==> config.mk <==
export PLATFORM = sky130hd
export DESIGN_NAME = sha256_byte_stream_hasher_unit_flat
export DESIGN_NICKNAME = d
export VERILOG_FILES = /design/src/hdl/sha256bsh_pkg.sv /design/src/hdl/sha256bsh_ifs.sv /design/src/hdl/sha256bsh_sched.sv /design/src/hdl/sha256bsh_round.sv /design/src/hdl/sha256_byte_stream_hasher_unit.sv /design/src/flat_wrapper.sv
export SDC_FILE = /design/constraint.sdc
export NUM_CORES = 2
export LEC_CHECK = 0
export BUFFER_PORTS_ARGS = -buffer_cell sky130_fd_sc_hd__buf_4
export CAP_MARGIN = 20
export CORE_MARGIN = 4
export CORE_UTILIZATION = 65
export DETAILED_ROUTE_END_ITERATION = 7
export PLACE_DENSITY = 0.9
export SYNTH_ARGS = -nofsm -noshare
export SYNTH_HDL_FRONTEND = slang
export SYNTH_SLANG_ARGS = --single-unit
export TNS_END_PERCENT = 1
==> constraint.sdc <==
create_clock -name clk -period 11 [get_ports clk]
set_clock_uncertainty 0.1 [all_clocks]
set_input_delay 2.2 -clock clk [delete_from_list [all_inputs] [get_ports clk]]
set_output_delay 2.2 -clock clk [all_outputs]
set_load 0.005 [all_outputs]
==> src/hdl/sha256bsh_pkg.sv <==
// Shared types, constants and functions for the SHA-256 byte stream hasher.
// Depends on nothing; the other files, but for the interfaces, refer to it by scoped names.
`default_nettype none

package sha256bsh_pkg;

  localparam int WordW    = 32;
  localparam int NumChain = 8;
  localparam int BufDepth = 16;
  localparam int Rounds   = 64;
  localparam int CountW   = 61;
  localparam int PadLimit = 56;
  localparam logic [7:0] PadByte = 8'h80;

  typedef logic [WordW-1:0] word_t;

  // controls for the round unit and chain value
  typedef struct packed {
    logic       init;
    logic       load;
    logic       round;
    logic       fold;
    logic [5:0] rnd;
  } rnd_ctl_t;

  // controls for the block buffer and schedule
  typedef struct packed {
    logic              put;
    logic [5:0]        pos;
    logic [7:0]        data;
    logic              put_len;
    logic [CountW-1:0] count;
    logic              shift;
    logic              clear;
  } sch_ctl_t;

  function automatic word_t rotr(input word_t x, input int unsigned n);
    return (x >> n) | (x << (32 - n));
  endfunction

  function automatic word_t big_sig0(input word_t x);
    return rotr(x, 2) ^ rotr(x, 13) ^ rotr(x, 22);
  endfunction

  function automatic word_t big_sig1(input word_t x);
    return rotr(x, 6) ^ rotr(x, 11) ^ rotr(x, 25);
  endfunction

  function automatic word_t small_sig0(input word_t x);
    return rotr(x, 7) ^ rotr(x, 18) ^ (x >> 3);
  endfunction

  function automatic word_t small_sig1(input word_t x);
    return rotr(x, 17) ^ rotr(x, 19) ^ (x >> 10);
  endfunction

  function automatic word_t init_hash(input logic [2:0] idx);
    word_t v;
    unique case (idx)
      3'd0: v = 32'h6a09e667;
      3'd1: v = 32'hbb67ae85;
      3'd2: v = 32'h3c6ef372;
      3'd3: v = 32'ha54ff53a;
      3'd4: v = 32'h510e527f;
      3'd5: v = 32'h9b05688c;
      3'd6: v = 32'h1f83d9ab;
      default: v = 32'h5be0cd19;
    endcase
    return v;
  endfunction

  function automatic word_t round_k(input logic [5:0] idx);
    word_t v;
    unique case (idx)
      6'd0:  v = 32'h428a2f98; 6'd1:  v = 32'h71374491;
      6'd2:  v = 32'hb5c0fbcf; 6'd3:  v = 32'he9b5dba5;
      6'd4:  v = 32'h3956c25b; 6'd5:  v = 32'h59f111f1;
      6'd6:  v = 32'h923f82a4; 6'd7:  v = 32'hab1c5ed5;
      6'd8:  v = 32'hd807aa98; 6'd9:  v = 32'h12835b01;
      6'd10: v = 32'h243185be; 6'd11: v = 32'h550c7dc3;
      6'd12: v = 32'h72be5d74; 6'd13: v = 32'h80deb1fe;
      6'd14: v = 32'h9bdc06a7; 6'd15: v = 32'hc19bf174;
      6'd16: v = 32'he49b69c1; 6'd17: v = 32'hefbe4786;
      6'd18: v = 32'h0fc19dc6; 6'd19: v = 32'h240ca1cc;
      6'd20: v = 32'h2de92c6f; 6'd21: v = 32'h4a7484aa;
      6'd22: v = 32'h5cb0a9dc; 6'd23: v = 32'h76f988da;
      6'd24: v = 32'h983e5152; 6'd25: v = 32'ha831c66d;
      6'd26: v = 32'hb00327c8; 6'd27: v = 32'hbf597fc7;
      6'd28: v = 32'hc6e00bf3; 6'd29: v = 32'hd5a79147;
      6'd30: v = 32'h06ca6351; 6'd31: v = 32'h14292967;
      6'd32: v = 32'h27b70a85; 6'd33: v = 32'h2e1b2138;
      6'd34: v = 32'h4d2c6dfc; 6'd35: v = 32'h53380d13;
      6'd36: v = 32'h650a7354; 6'd37: v = 32'h766a0abb;
      6'd38: v = 32'h81c2c92e; 6'd39: v = 32'h92722c85;
      6'd40: v = 32'ha2bfe8a1; 6'd41: v = 32'ha81a664b;
      6'd42: v = 32'hc24b8b70; 6'd43: v = 32'hc76c51a3;
      6'd44: v = 32'hd192e819; 6'd45: v = 32'hd6990624;
      6'd46: v = 32'hf40e3585; 6'd47: v = 32'h106aa070;
      6'd48: v = 32'h19a4c116; 6'd49: v = 32'h1e376c08;
      6'd50: v = 32'h2748774c; 6'd51: v = 32'h34b0bcb5;
      6'd52: v = 32'h391c0cb3; 6'd53: v = 32'h4ed8aa4a;
      6'd54: v = 32'h5b9cca4f; 6'd55: v = 32'h682e6ff3;
      6'd56: v = 32'h748f82ee; 6'd57: v = 32'h78a5636f;
      6'd58: v = 32'h84c87814; 6'd59: v = 32'h8cc70208;
      6'd60: v = 32'h90befffa; 6'd61: v = 32'ha4506ceb;
      6'd62: v = 32'hbef9a3f7;
      default: v = 32'hc67178f2;
    endcase
    return v;
  endfunction

endpackage

`default_nettype wire

==> src/hdl/sha256bsh_ifs.sv <==
// Valid/ready channel interfaces for the byte input and the digest output.
// Depends on nothing.
`default_nettype none

interface sha256bsh_in_if;
  logic       valid;
  logic       ready;
  logic [7:0] byte_value;
  logic       byte_present;
  logic       is_last;

  modport source (output valid, byte_value, byte_present, is_last, input ready);
  modport sink   (input valid, byte_value, byte_present, is_last, output ready);
endinterface

interface sha256bsh_out_if;
  logic        valid;
  logic        ready;
  logic [31:0] digest_word;
  logic [2:0]  word_index;
  logic        digest_last;

  modport source (output valid, digest_word, word_index, digest_last, input ready);
  modport sink   (input valid, digest_word, word_index, digest_last, output ready);
endinterface

`default_nettype wire

==> src/hdl/sha256bsh_sched.sv <==
// Block buffer and message schedule: byte packing, length words, W shift line.
// Depends on sha256bsh_pkg.
`default_nettype none

module sha256bsh_sched (
  input  wire                       clk,
  input  wire                       rst_n,
  input  sha256bsh_pkg::sch_ctl_t   ctl,
  output sha256bsh_pkg::word_t      w_out
);

  sha256bsh_pkg::word_t buf_r [sha256bsh_pkg::BufDepth];
  sha256bsh_pkg::word_t w_new;
  sha256bsh_pkg::word_t byte_word;
  logic [63:0]          bit_len;
  logic [3:0]           wsel;
  logic [4:0]           bsh;

  assign wsel      = ctl.pos[5:2];
  assign bsh       = {~ctl.pos[1:0], 3'b000};
  assign byte_word = sha256bsh_pkg::word_t'(ctl.data) << bsh;
  assign bit_len   = {ctl.count, 3'b000};
  assign w_new     = sha256bsh_pkg::small_sig1(buf_r[14]) + buf_r[9]
                   + sha256bsh_pkg::small_sig0(buf_r[1]) + buf_r[0];
  assign w_out     = buf_r[0];

  always_ff @(posedge clk) begin
    if (!rst_n || ctl.clear) begin
      for (int i = 0; i < sha256bsh_pkg::BufDepth; i++) buf_r[i] <= '0;
    end else if (ctl.shift) begin
      for (int i = 0; i < sha256bsh_pkg::BufDepth - 1; i++) buf_r[i] <= buf_r[i+1];
      buf_r[sha256bsh_pkg::BufDepth-1] <= w_new;
    end else begin
      if (ctl.put) buf_r[wsel] <= buf_r[wsel] | byte_word;
      if (ctl.put_len) begin
        buf_r[14] <= bit_len[63:32];
        buf_r[15] <= bit_len[31:0];
      end
    end
  end

endmodule

`default_nettype wire

==> src/hdl/sha256bsh_round.sv <==
// Shared compression round unit with working variables and chain value.
// Depends on sha256bsh_pkg.
`default_nettype none

module sha256bsh_round (
  input  wire                       clk,
  input  wire                       rst_n,
  input  sha256bsh_pkg::rnd_ctl_t   ctl,
  input  sha256bsh_pkg::word_t      w_in,
  input  wire [2:0]                 rd_idx,
  output sha256bsh_pkg::word_t      rd_word
);

  sha256bsh_pkg::word_t chain_r [sha256bsh_pkg::NumChain];
  sha256bsh_pkg::word_t var_r   [sha256bsh_pkg::NumChain];
  sha256bsh_pkg::word_t t1, t2, ch, maj;

  assign ch  = (var_r[4] & var_r[5]) ^ (~var_r[4] & var_r[6]);
  assign maj = (var_r[0] & var_r[1]) ^ (var_r[0] & var_r[2]) ^ (var_r[1] & var_r[2]);
  assign t1  = var_r[7] + sha256bsh_pkg::big_sig1(var_r[4]) + ch
             + sha256bsh_pkg::round_k(ctl.rnd) + w_in;
  assign t2  = sha256bsh_pkg::big_sig0(var_r[0]) + maj;

  assign rd_word = chain_r[rd_idx];

  // chain value: initial hash after reset and after each digest
  always_ff @(posedge clk) begin
    if (!rst_n || ctl.init) begin
      for (int i = 0; i < sha256bsh_pkg::NumChain; i++)
        chain_r[i] <= sha256bsh_pkg::init_hash(3'(i));
    end else if (ctl.fold) begin
      for (int i = 0; i < sha256bsh_pkg::NumChain; i++)
        chain_r[i] <= chain_r[i] + var_r[i];
    end
  end

  // working variables: one round per cycle
  always_ff @(posedge clk) begin
    if (ctl.load) begin
      for (int i = 0; i < sha256bsh_pkg::NumChain; i++) var_r[i] <= chain_r[i];
    end else if (ctl.round) begin
      var_r[7] <= var_r[6];
      var_r[6] <= var_r[5];
      var_r[5] <= var_r[4];
      var_r[4] <= var_r[3] + t1;
      var_r[3] <= var_r[2];
      var_r[2] <= var_r[1];
      var_r[1] <= var_r[0];
      var_r[0] <= t1 + t2;
    end
  end

endmodule

`default_nettype wire

==> src/hdl/sha256_byte_stream_hasher_unit.sv <==
// SHA-256 byte stream hasher, top level: sequencer around one shared round unit.
// A byte word is taken while idle; the 64th byte of a block starts 64 rounds and then the fold.
// A last word runs pad, length, rounds and fold before the digest, or pad, rounds, fold, length,
// rounds and fold when the padding spills into a second block; eight digest words then follow,
// one per accepted cycle. No byte is taken while the round unit works, so it sets the sustained rate.
// Synchronous active-low reset loads the initial hash, clears buffer, count and sequencer.
`default_nettype none

module sha256_byte_stream_hasher_unit (
  input  wire                    clk,
  input  wire                    rst_n,
  sha256bsh_in_if.sink           in_ch,
  sha256bsh_out_if.source        out_ch
);

  typedef enum logic [2:0] {
    S_IDLE,
    S_ROUND,
    S_FOLD,
    S_PAD,
    S_LEN,
    S_EMIT
  } state_t;

  state_t state_r, state_nxt;
  logic [sha256bsh_pkg::CountW-1:0] count_r, count_nxt;
  logic [5:0] rnd_r, rnd_nxt;
  logic [2:0] idx_r, idx_nxt;
  logic       fin_r, fin_nxt;   // message end seen, digest pending
  logic       pad_r, pad_nxt;   // 0x80 byte placed
  logic       len_r, len_nxt;   // length block compressed or under way
  logic [5:0] pos;
  logic       in_acc;
  logic       out_acc;

  sha256bsh_pkg::rnd_ctl_t rctl;
  sha256bsh_pkg::sch_ctl_t sctl;
  sha256bsh_pkg::word_t    w_cur;
  sha256bsh_pkg::word_t    digest;

  assign pos     = count_r[5:0];
  assign in_acc  = in_ch.valid && in_ch.ready;
  assign out_acc = out_ch.valid && out_ch.ready;

  always_comb begin
    state_nxt = state_r;
    count_nxt = count_r;
    rnd_nxt   = rnd_r;
    idx_nxt   = idx_r;
    fin_nxt   = fin_r;
    pad_nxt   = pad_r;
    len_nxt   = len_r;
    rctl      = '0;
    rctl.rnd  = rnd_r;
    sctl       = '0;
    sctl.pos   = pos;
    sctl.data  = in_ch.byte_value;
    sctl.count = count_r;
    in_ch.ready  = 1'b0;
    out_ch.valid = 1'b0;

    unique case (state_r)
      S_IDLE: begin
        // ready is held high here, so valid alone marks an accepted word
        in_ch.ready = 1'b1;
        if (in_ch.valid) begin
          // take the byte first, then compress on a full block or finish on last
          if (in_ch.byte_present) begin
            sctl.put  = 1'b1;
            count_nxt = count_r + 1'b1;
          end
          if (in_ch.byte_present && pos == 6'(sha256bsh_pkg::Rounds - 1)) begin
            rctl.load = 1'b1;
            rnd_nxt   = '0;
            fin_nxt   = in_ch.is_last;
            state_nxt = S_ROUND;
          end else if (in_ch.is_last) begin
            fin_nxt   = 1'b1;
            state_nxt = S_PAD;
          end
        end
      end

      S_ROUND: begin
        // one round per cycle; the schedule line advances alongside
        rctl.round = 1'b1;
        sctl.shift = 1'b1;
        rnd_nxt    = rnd_r + 1'b1;
        if (rnd_r == 6'(sha256bsh_pkg::Rounds - 1)) state_nxt = S_FOLD;
      end

      S_FOLD: begin
        // fold into the chain value and drop the spent block
        rctl.fold  = 1'b1;
        sctl.clear = 1'b1;
        priority if (!fin_r) state_nxt = S_IDLE;
        else if (!pad_r)     state_nxt = S_PAD;
        else if (!len_r)     state_nxt = S_LEN;
        else                 state_nxt = S_EMIT;
      end

      S_PAD: begin
        sctl.put  = 1'b1;
        sctl.data = sha256bsh_pkg::PadByte;
        pad_nxt   = 1'b1;
        if (pos >= 6'(sha256bsh_pkg::PadLimit)) begin
          // no room for the length: compress this block first
          rctl.load = 1'b1;
          rnd_nxt   = '0;
          state_nxt = S_ROUND;
        end else begin
          state_nxt = S_LEN;
        end
      end

      S_LEN: begin
        sctl.put_len = 1'b1;
        len_nxt      = 1'b1;
        rctl.load    = 1'b1;
        rnd_nxt      = '0;
        state_nxt    = S_ROUND;
      end

      S_EMIT: begin
        // valid is held high here, so ready alone marks a taken digest word
        out_ch.valid = 1'b1;
        if (out_ch.ready) begin
          idx_nxt = idx_r + 1'b1;
          if (idx_r == 3'(sha256bsh_pkg::NumChain - 1)) begin
            // hand back to the initial state for the next message
            rctl.init = 1'b1;
            count_nxt = '0;
            fin_nxt   = 1'b0;
            pad_nxt   = 1'b0;
            len_nxt   = 1'b0;
            state_nxt = S_IDLE;
          end
        end
      end

      default: state_nxt = S_IDLE;
    endcase
  end

  always_ff @(posedge clk) begin
    if (!rst_n) begin
      state_r <= S_IDLE;
      count_r <= '0;
      rnd_r   <= '0;
      idx_r   <= '0;
      fin_r   <= 1'b0;
      pad_r   <= 1'b0;
      len_r   <= 1'b0;
    end else begin
      state_r <= state_nxt;
      count_r <= count_nxt;
      rnd_r   <= rnd_nxt;
      idx_r   <= idx_nxt;
      fin_r   <= fin_nxt;
      pad_r   <= pad_nxt;
      len_r   <= len_nxt;
    end
  end

  sha256bsh_sched u_sched (
    .clk   (clk),
    .rst_n (rst_n),
    .ctl   (sctl),
    .w_out (w_cur)
  );

  sha256bsh_round u_round (
    .clk     (clk),
    .rst_n   (rst_n),
    .ctl     (rctl),
    .w_in    (w_cur),
    .rd_idx  (idx_r),
    .rd_word (digest)
  );

  // digest words read straight from the chain registers, which hold while emitting
  assign out_ch.digest_word = digest;
  assign out_ch.word_index  = idx_r;
  assign out_ch.digest_last = (idx_r == 3'(sha256bsh_pkg::NumChain - 1));

`ifndef SYNTHESIS
  a_no_overlap: assert property (@(posedge clk) disable iff (!rst_n)
    !(in_ch.ready && out_ch.valid))
    else $error("input ready while digest words pending");

  a_last_busy: assert property (@(posedge clk) disable iff (!rst_n)
    (in_acc && in_ch.is_last) |=> !in_ch.ready)
    else $error("ready right after a last word");

  a_back_idle: assert property (@(posedge clk) disable iff (!rst_n)
    (out_acc && out_ch.digest_last) |=> (in_ch.ready && !out_ch.valid))
    else $error("not idle after final digest word");

  a_round_end: assert property (@(posedge clk) disable iff (!rst_n)
    (state_r == S_ROUND && rnd_r == 6'(sha256bsh_pkg::Rounds - 1)) |=> (state_r == S_FOLD))
    else $error("compression did not fold after the last round");
`endif

endmodule

`default_nettype wire

==> src/flat_wrapper.sv <==
// flat-port wrapper written by rule: the top's interface ports become plain ports
module sha256_byte_stream_hasher_unit_flat 
  (clk, rst_n, in_ch_valid, in_ch_byte_value, in_ch_byte_present, in_ch_is_last, in_ch_ready, out_ch_valid, out_ch_digest_word, out_ch_word_index, out_ch_digest_last, out_ch_ready);
  sha256bsh_in_if in_ch_i ();
  sha256bsh_out_if out_ch_i ();
  input  wire clk;
  input  wire rst_n;
  input wire logic [$bits(in_ch_i.valid)-1:0] in_ch_valid;
  input wire logic [$bits(in_ch_i.byte_value)-1:0] in_ch_byte_value;
  input wire logic [$bits(in_ch_i.byte_present)-1:0] in_ch_byte_present;
  input wire logic [$bits(in_ch_i.is_last)-1:0] in_ch_is_last;
  output wire logic [$bits(in_ch_i.ready)-1:0] in_ch_ready;
  output wire logic [$bits(out_ch_i.valid)-1:0] out_ch_valid;
  output wire logic [$bits(out_ch_i.digest_word)-1:0] out_ch_digest_word;
  output wire logic [$bits(out_ch_i.word_index)-1:0] out_ch_word_index;
  output wire logic [$bits(out_ch_i.digest_last)-1:0] out_ch_digest_last;
  input wire logic [$bits(out_ch_i.ready)-1:0] out_ch_ready;
  assign in_ch_i.valid = in_ch_valid;
  assign in_ch_i.byte_value = in_ch_byte_value;
  assign in_ch_i.byte_present = in_ch_byte_present;
  assign in_ch_i.is_last = in_ch_is_last;
  assign in_ch_ready = in_ch_i.ready;
  assign out_ch_valid = out_ch_i.valid;
  assign out_ch_digest_word = out_ch_i.digest_word;
  assign out_ch_word_index = out_ch_i.word_index;
  assign out_ch_digest_last = out_ch_i.digest_last;
  assign out_ch_i.ready = out_ch_ready;
  sha256_byte_stream_hasher_unit u_core (.clk(clk), .rst_n(rst_n), .in_ch(in_ch_i), .out_ch(out_ch_i));
endmodule
After elaboration in Yosys (flattened, before gate mapping). Memories as Yosys holds them, arrays and structs flattened. A register that Yosys moved wholly into a read port is not among the register bits. Index checks and enable logic that the tools add are counted.

Add/subtract/negate cells: 21. $lt $le $gt $ge: 1. Equal/unequal tests: 16. Shift operators: 1. Mux-type cells: 117. Bitwise operators: 63. Reductions and logical operators: 17.

Operators with widths (count): $mux 32 (43); $add 32x32->32 (18); $xor 32x32->32 (9); $mux 61 (4); $and 32x32->32 (5); $pmux 61 s2 (1); $add 61x1->61 const B (1); $mux 1 (42); $or 1x1->1 (34); $mux 3 (11); $not 32->32 (1); $or 10x32->32 (1); $or 13x32->32 (1); $or 14x32->32 (1); $or 15x32->32 (1); $or 19x32->32 (1); $or 21x32->32 (1); $or 25x32->32 (1); $or 26x32->32 (1); $or 30x32->32 (1); $or 32x32->32 (1); $or 7x32->32 (1); $reduce_or 32->1 (1); $shl 8x5->32 (1); other kinds (30) (54).

Register bits: 76. Memory bits (writable): 1024. ROM bits: 2048. Bits of input ports: 14. Memories: 4.

Memory list: (no name shown) (depth 64, width 32, read ports 1, clocked after memory_dff 1, wr ports 0, RTL line sha256bsh_pkg.sv:74) `unique case (idx)`; u_core.u_sched.buf_r (depth 16, width 32, read ports 17, clocked after memory_dff 1, wr ports 16, RTL line sha256bsh_sched.sv:12) `sha256bsh_pkg::word_t buf_r [sha256bsh_pkg::BufDepth];`; u_core.u_round.chain_r (depth 8, width 32, read ports 9, clocked after memory_dff 1, wr ports 8, RTL line sha256bsh_round.sv:14) `sha256bsh_pkg::word_t chain_r [sha256bsh_pkg::NumChain];`; u_core.u_round.var_r (depth 8, width 32, read ports 8, clocked after memory_dff 0, wr ports 8, RTL line sha256bsh_round.sv:15) `sha256bsh_pkg::word_t var_r [sha256bsh_pkg::NumChain];`.

Longest topological paths before layout. An unclocked memory read counts as a cell.

Depth after elaboration: 10. Depth in mapped cells: 34. Depth with buffers taken out: 33.

Modules after synthesis. Synthesis repeated with hierarchy kept, for this count alone.

Cells, all modules: 8047. Area, all modules: 78845.6 sq um.

By module, submodules not included: sha256bsh_round (instances 1, cells each 4819, area an instance 44672.8 sq um); sha256bsh_sched (instances 1, cells each 2739, area an instance 30194.0 sq um); sha256_byte_stream_hasher_unit (instances 1, cells each 489, area an instance 3978.8 sq um).

Worst setup path before layout. No wires, ideal clock.

Path kind: input port to flip-flop. From: input port rst_n. To: memory u_core.u_round.chain_r[0][0] in the netlist's numbering (enable). Library setup time: 1.972 ns. Arrival: 7.245 ns. Data required time: 8.928 ns. Slack: 1.684 ns. Cell stages on the path: 5. Cells stage by stage: clkinv_1 nor2_1 clkbuf_1 clkbuf_1 nand2_1.

RTL lines: start: declaration (RTL line flat_wrapper.sv:7) `input wire rst_n;`; end: declaration (RTL line sha256bsh_round.sv:14).

==> flow_summary.toml <==
[outcome]
status = "finished with violations"
violations = "DRC"

[drt]
dr_total_vias = 68600
drtAntennaViolNets = 0
dr.pass1.iters = 8
route.detailed.drc = 2
wl_per_cell_um = 30.1
drt-total-wl_um = 285000
vias_per_cell = 7.23
drt_iter0_drc = 12800

[logic_synthesis]
synth_edf_count = 1024
synth_nets = 8554
synth_fa_ha_area_share_pct = 11.2
ys_seq_area_share_pct = 41.7
syn_area_per_cell_um2 = 9.97
synth_cell_type_count = 103
synthTopCellsByCount = "nand2_1 (1430), edfxtp_1 (1024), o21ai_0 (877)"
synth_top_family_by_area = "compound AO/OA/AOI/OAI gates"
synth_most_common_cell = "nand2_1"
netlist_instances = 7952
synth-compound-area-share_pct = 15.0
synth_top_area_share_pct = 38.8
synthXorXnorAreaFrac_pct = 6.54
synth.area.mux_share_pct = 7.38
async_flop_share_pct = 0
synth_seq_cells = 1139
syn-cell-area_um2 = 79200
post-synth-top-area-cell = "edfxtp_1"
yosys.area_share.simple_pct = 14.2
yosys-top-cells-area = "edfxtp_1 (39%), nand2_1 (6.8%), mux4_2 (6.4%)"
synth_flop_cell = "edfxtp_1"
synth_warnings = 0

[grt]
use_met3_pct = 18.8
grt_max_degree = 211
antenna_found_initial = 19
grt_pass1_vias = 64800
grt_pass1_wl_um = 417000
grt_use_met1_pct = 57.2
gr-total-overflow = 0
busiest_layer = "met2"
grt_use_met2_pct = 62.4
grt.total_usage_pct = 44.0

[finish]
drive_gt1_share_pct = 9.04
regArea_um2 = 33100
final_nets = 8368
final_area_um2 = 84800
multiInputGateArea_um2 = 43200
fillCellCount = 8504
areaGrowthSynthToFinish_pct = 7.02

[die]
rows = 127
start_util_pct = 65.8
die_x_um = 357
core_um2 = 120000
num_io_pins = 52
dieArea_um2 = 128000
dieHeight_um = 357

[place]
hpwl_um = 202000
place_congestion = 1.07
place_area_um2 = 80800
io_buffers = 51

[setup_path]
path_class = "register to register"
r2r_setup_slack_ps = 2840
ff2ff_path_depth = 31
cp_slowest_cell = "edfxtp_1"
worstPathRequired_ps = 11400
cp-start-kind = "register"
cp.arrival_ps = 8570
r2r_end = "u_core.u_round.var_r[0][31]$_DFFE_PP_"
regToRegStartpoint = "u_core.u_round.var_r[0][155]$_DFFE_PP_"
crit_path_max_fanout = 6
crit_path_end_kind = "register"
slowest_delay_ps = 570

[timing]
fin_tns_setup_ps = 0
fmax_mhz = 122
tightest_slew_ps = 1170
period_share_pct = 74.2
slew_violations = 0
finalHoldViolations = 0
min_period_ps = 8160
setup_viol = 0
maxSlewHeadroom_pct = 21.7
rsz0062_at_grt = "no"

[cts]
post_cts_resized = 0
numCtsBuffers = 119
cts_tree = "done"
clk_pin_slew_ps = 70
cts_setup_buffers = 0
htree_levels = 3
clock_sinks = 1139
clockBufferDepth = 3
insertion_delay_ps = 810
root_buffer = "clkbuf_16"
postCtsHoldBufs = 0

[hold_path]
holdPathStages = 2
min_path_type = "register to register"
hold_path_end = "u_core.len_r$_SDFFE_PN0P_"
worstHoldStart = "u_core.len_r$_SDFFE_PN0P_"

[run]
cap_violations = 0
==> layout make-up <==
class | count | area share (%)
well taps | 1612 | 2.38
clock inverters | 79 | 0.906
multi-input cells | 5992 | 50.9
flip-flops and latches | 1139 | 39.0
repair buffers | 160 | 1.52
diodes | 12 | 0.0354
clock buffers | 142 | 3.66
inverters | 354 | 1.58
==> cell families after synthesis <==
kind of cell	Yosys count
multiplexers	298
XOR/XNOR	589
flip-flops	1139
adder cells (fa/ha/maj)	592
AND/OR/NAND/NOR	2553
AO/OA/AOI/OAI	1960
buffers and inverters	821
==> state kept, by name, indices dropped and copies added (netlist names), named ones only <==
| name | count |
|---|---|
| u_core.count_r | 61 |
| u_core.fin_r | 1 |
| u_core.len_r | 1 |
| u_core.out_ch.word_index | 3 |
| u_core.pad_r | 1 |
| u_core.rnd_r | 6 |
| u_core.state_r | 3 |
| u_core.u_round.chain_r | 256 |
| u_core.u_round.var_r | 256 |
| u_core.u_sched.buf_r | 512 |
==> worst max-delay path by stage <==
stage	start	to	slack, ps	cells past startpoint
final	u_core.u_round.var_r[0][155]$_DFFE_PP_	u_core.u_round.var_r[0][31]$_DFFE_PP_	2840	31
after global routing	u_core.u_round.var_r[0][155]$_DFFE_PP_	u_core.u_round.var_r[0][31]$_DFFE_PP_	2280	31
after CTS	u_core.u_round.var_r[0][155]$_DFFE_PP_	u_core.u_round.var_r[0][31]$_DFFE_PP_	2920	31
after detailed placement	u_core.u_round.var_r[0][155]$_DFFE_PP_	u_core.u_round.var_r[0][31]$_DFFE_PP_	2950	31
after global placement	u_core.u_round.var_r[0][155]$_DFFE_PP_	u_core.u_round.var_r[0][31]$_DFFE_PP_	2920	31
after floorplan	rst_n	u_core.u_round.chain_r[0][0]$_SDFFCE_PN1P_	1680	5
==> critical path, delay by kind of cell (launching register included) <==
kind	cells	cell delay [ps]
AOI/OAI and AO/OA	16	3030
buffers and inverters	4	240
and+or+nand+nor	1	330
xor gates and xnor gates	4	1030
adders and majority gates	6	2570
DFF	1	570
==> layout by cell type, fill, tap and decap left out, drive strengths merged, types with 177 or more instances in the layout <==
| cell type | synthesis | final |
|---|---|---|
| xor2 | 225 | 225 |
| nand2 | 1431 | 1431 |
| ha | 393 | 393 |
| edfxtp | 1024 | 1024 |
| mux4 | 224 | 224 |
| a21oi | 369 | 369 |
| a21o | 177 | 177 |
| o21ai | 884 | 884 |
| nand3 | 270 | 270 |
| nor2 | 365 | 365 |
| xnor2 | 362 | 362 |
| inv | 352 | 353 |
| fa | 195 | 195 |
==> layer usage <==
layer  routed length (µm)  share of wire [%]
met1                95600                 34
met2               117000                 41
met3                51200                 18
met4                21000                7.4
met5                  228              0.080
==> through the flow <==
stage	cells	hold WS [ps]	setup WS, ps	utilization, %
floorplan	7952	318	1680	-
global route	9478	372	2280	70.4
detailed placement	9241	347	2950	67.1
CTS	9462	356	2920	70.3
global placement	9237	335	2920	67.0
finish	9490	355	2840	70.4
Power is left out: the tool's default activity adds up to more than one toggle a clock period on the data nets, which glitch-free logic cannot reach.
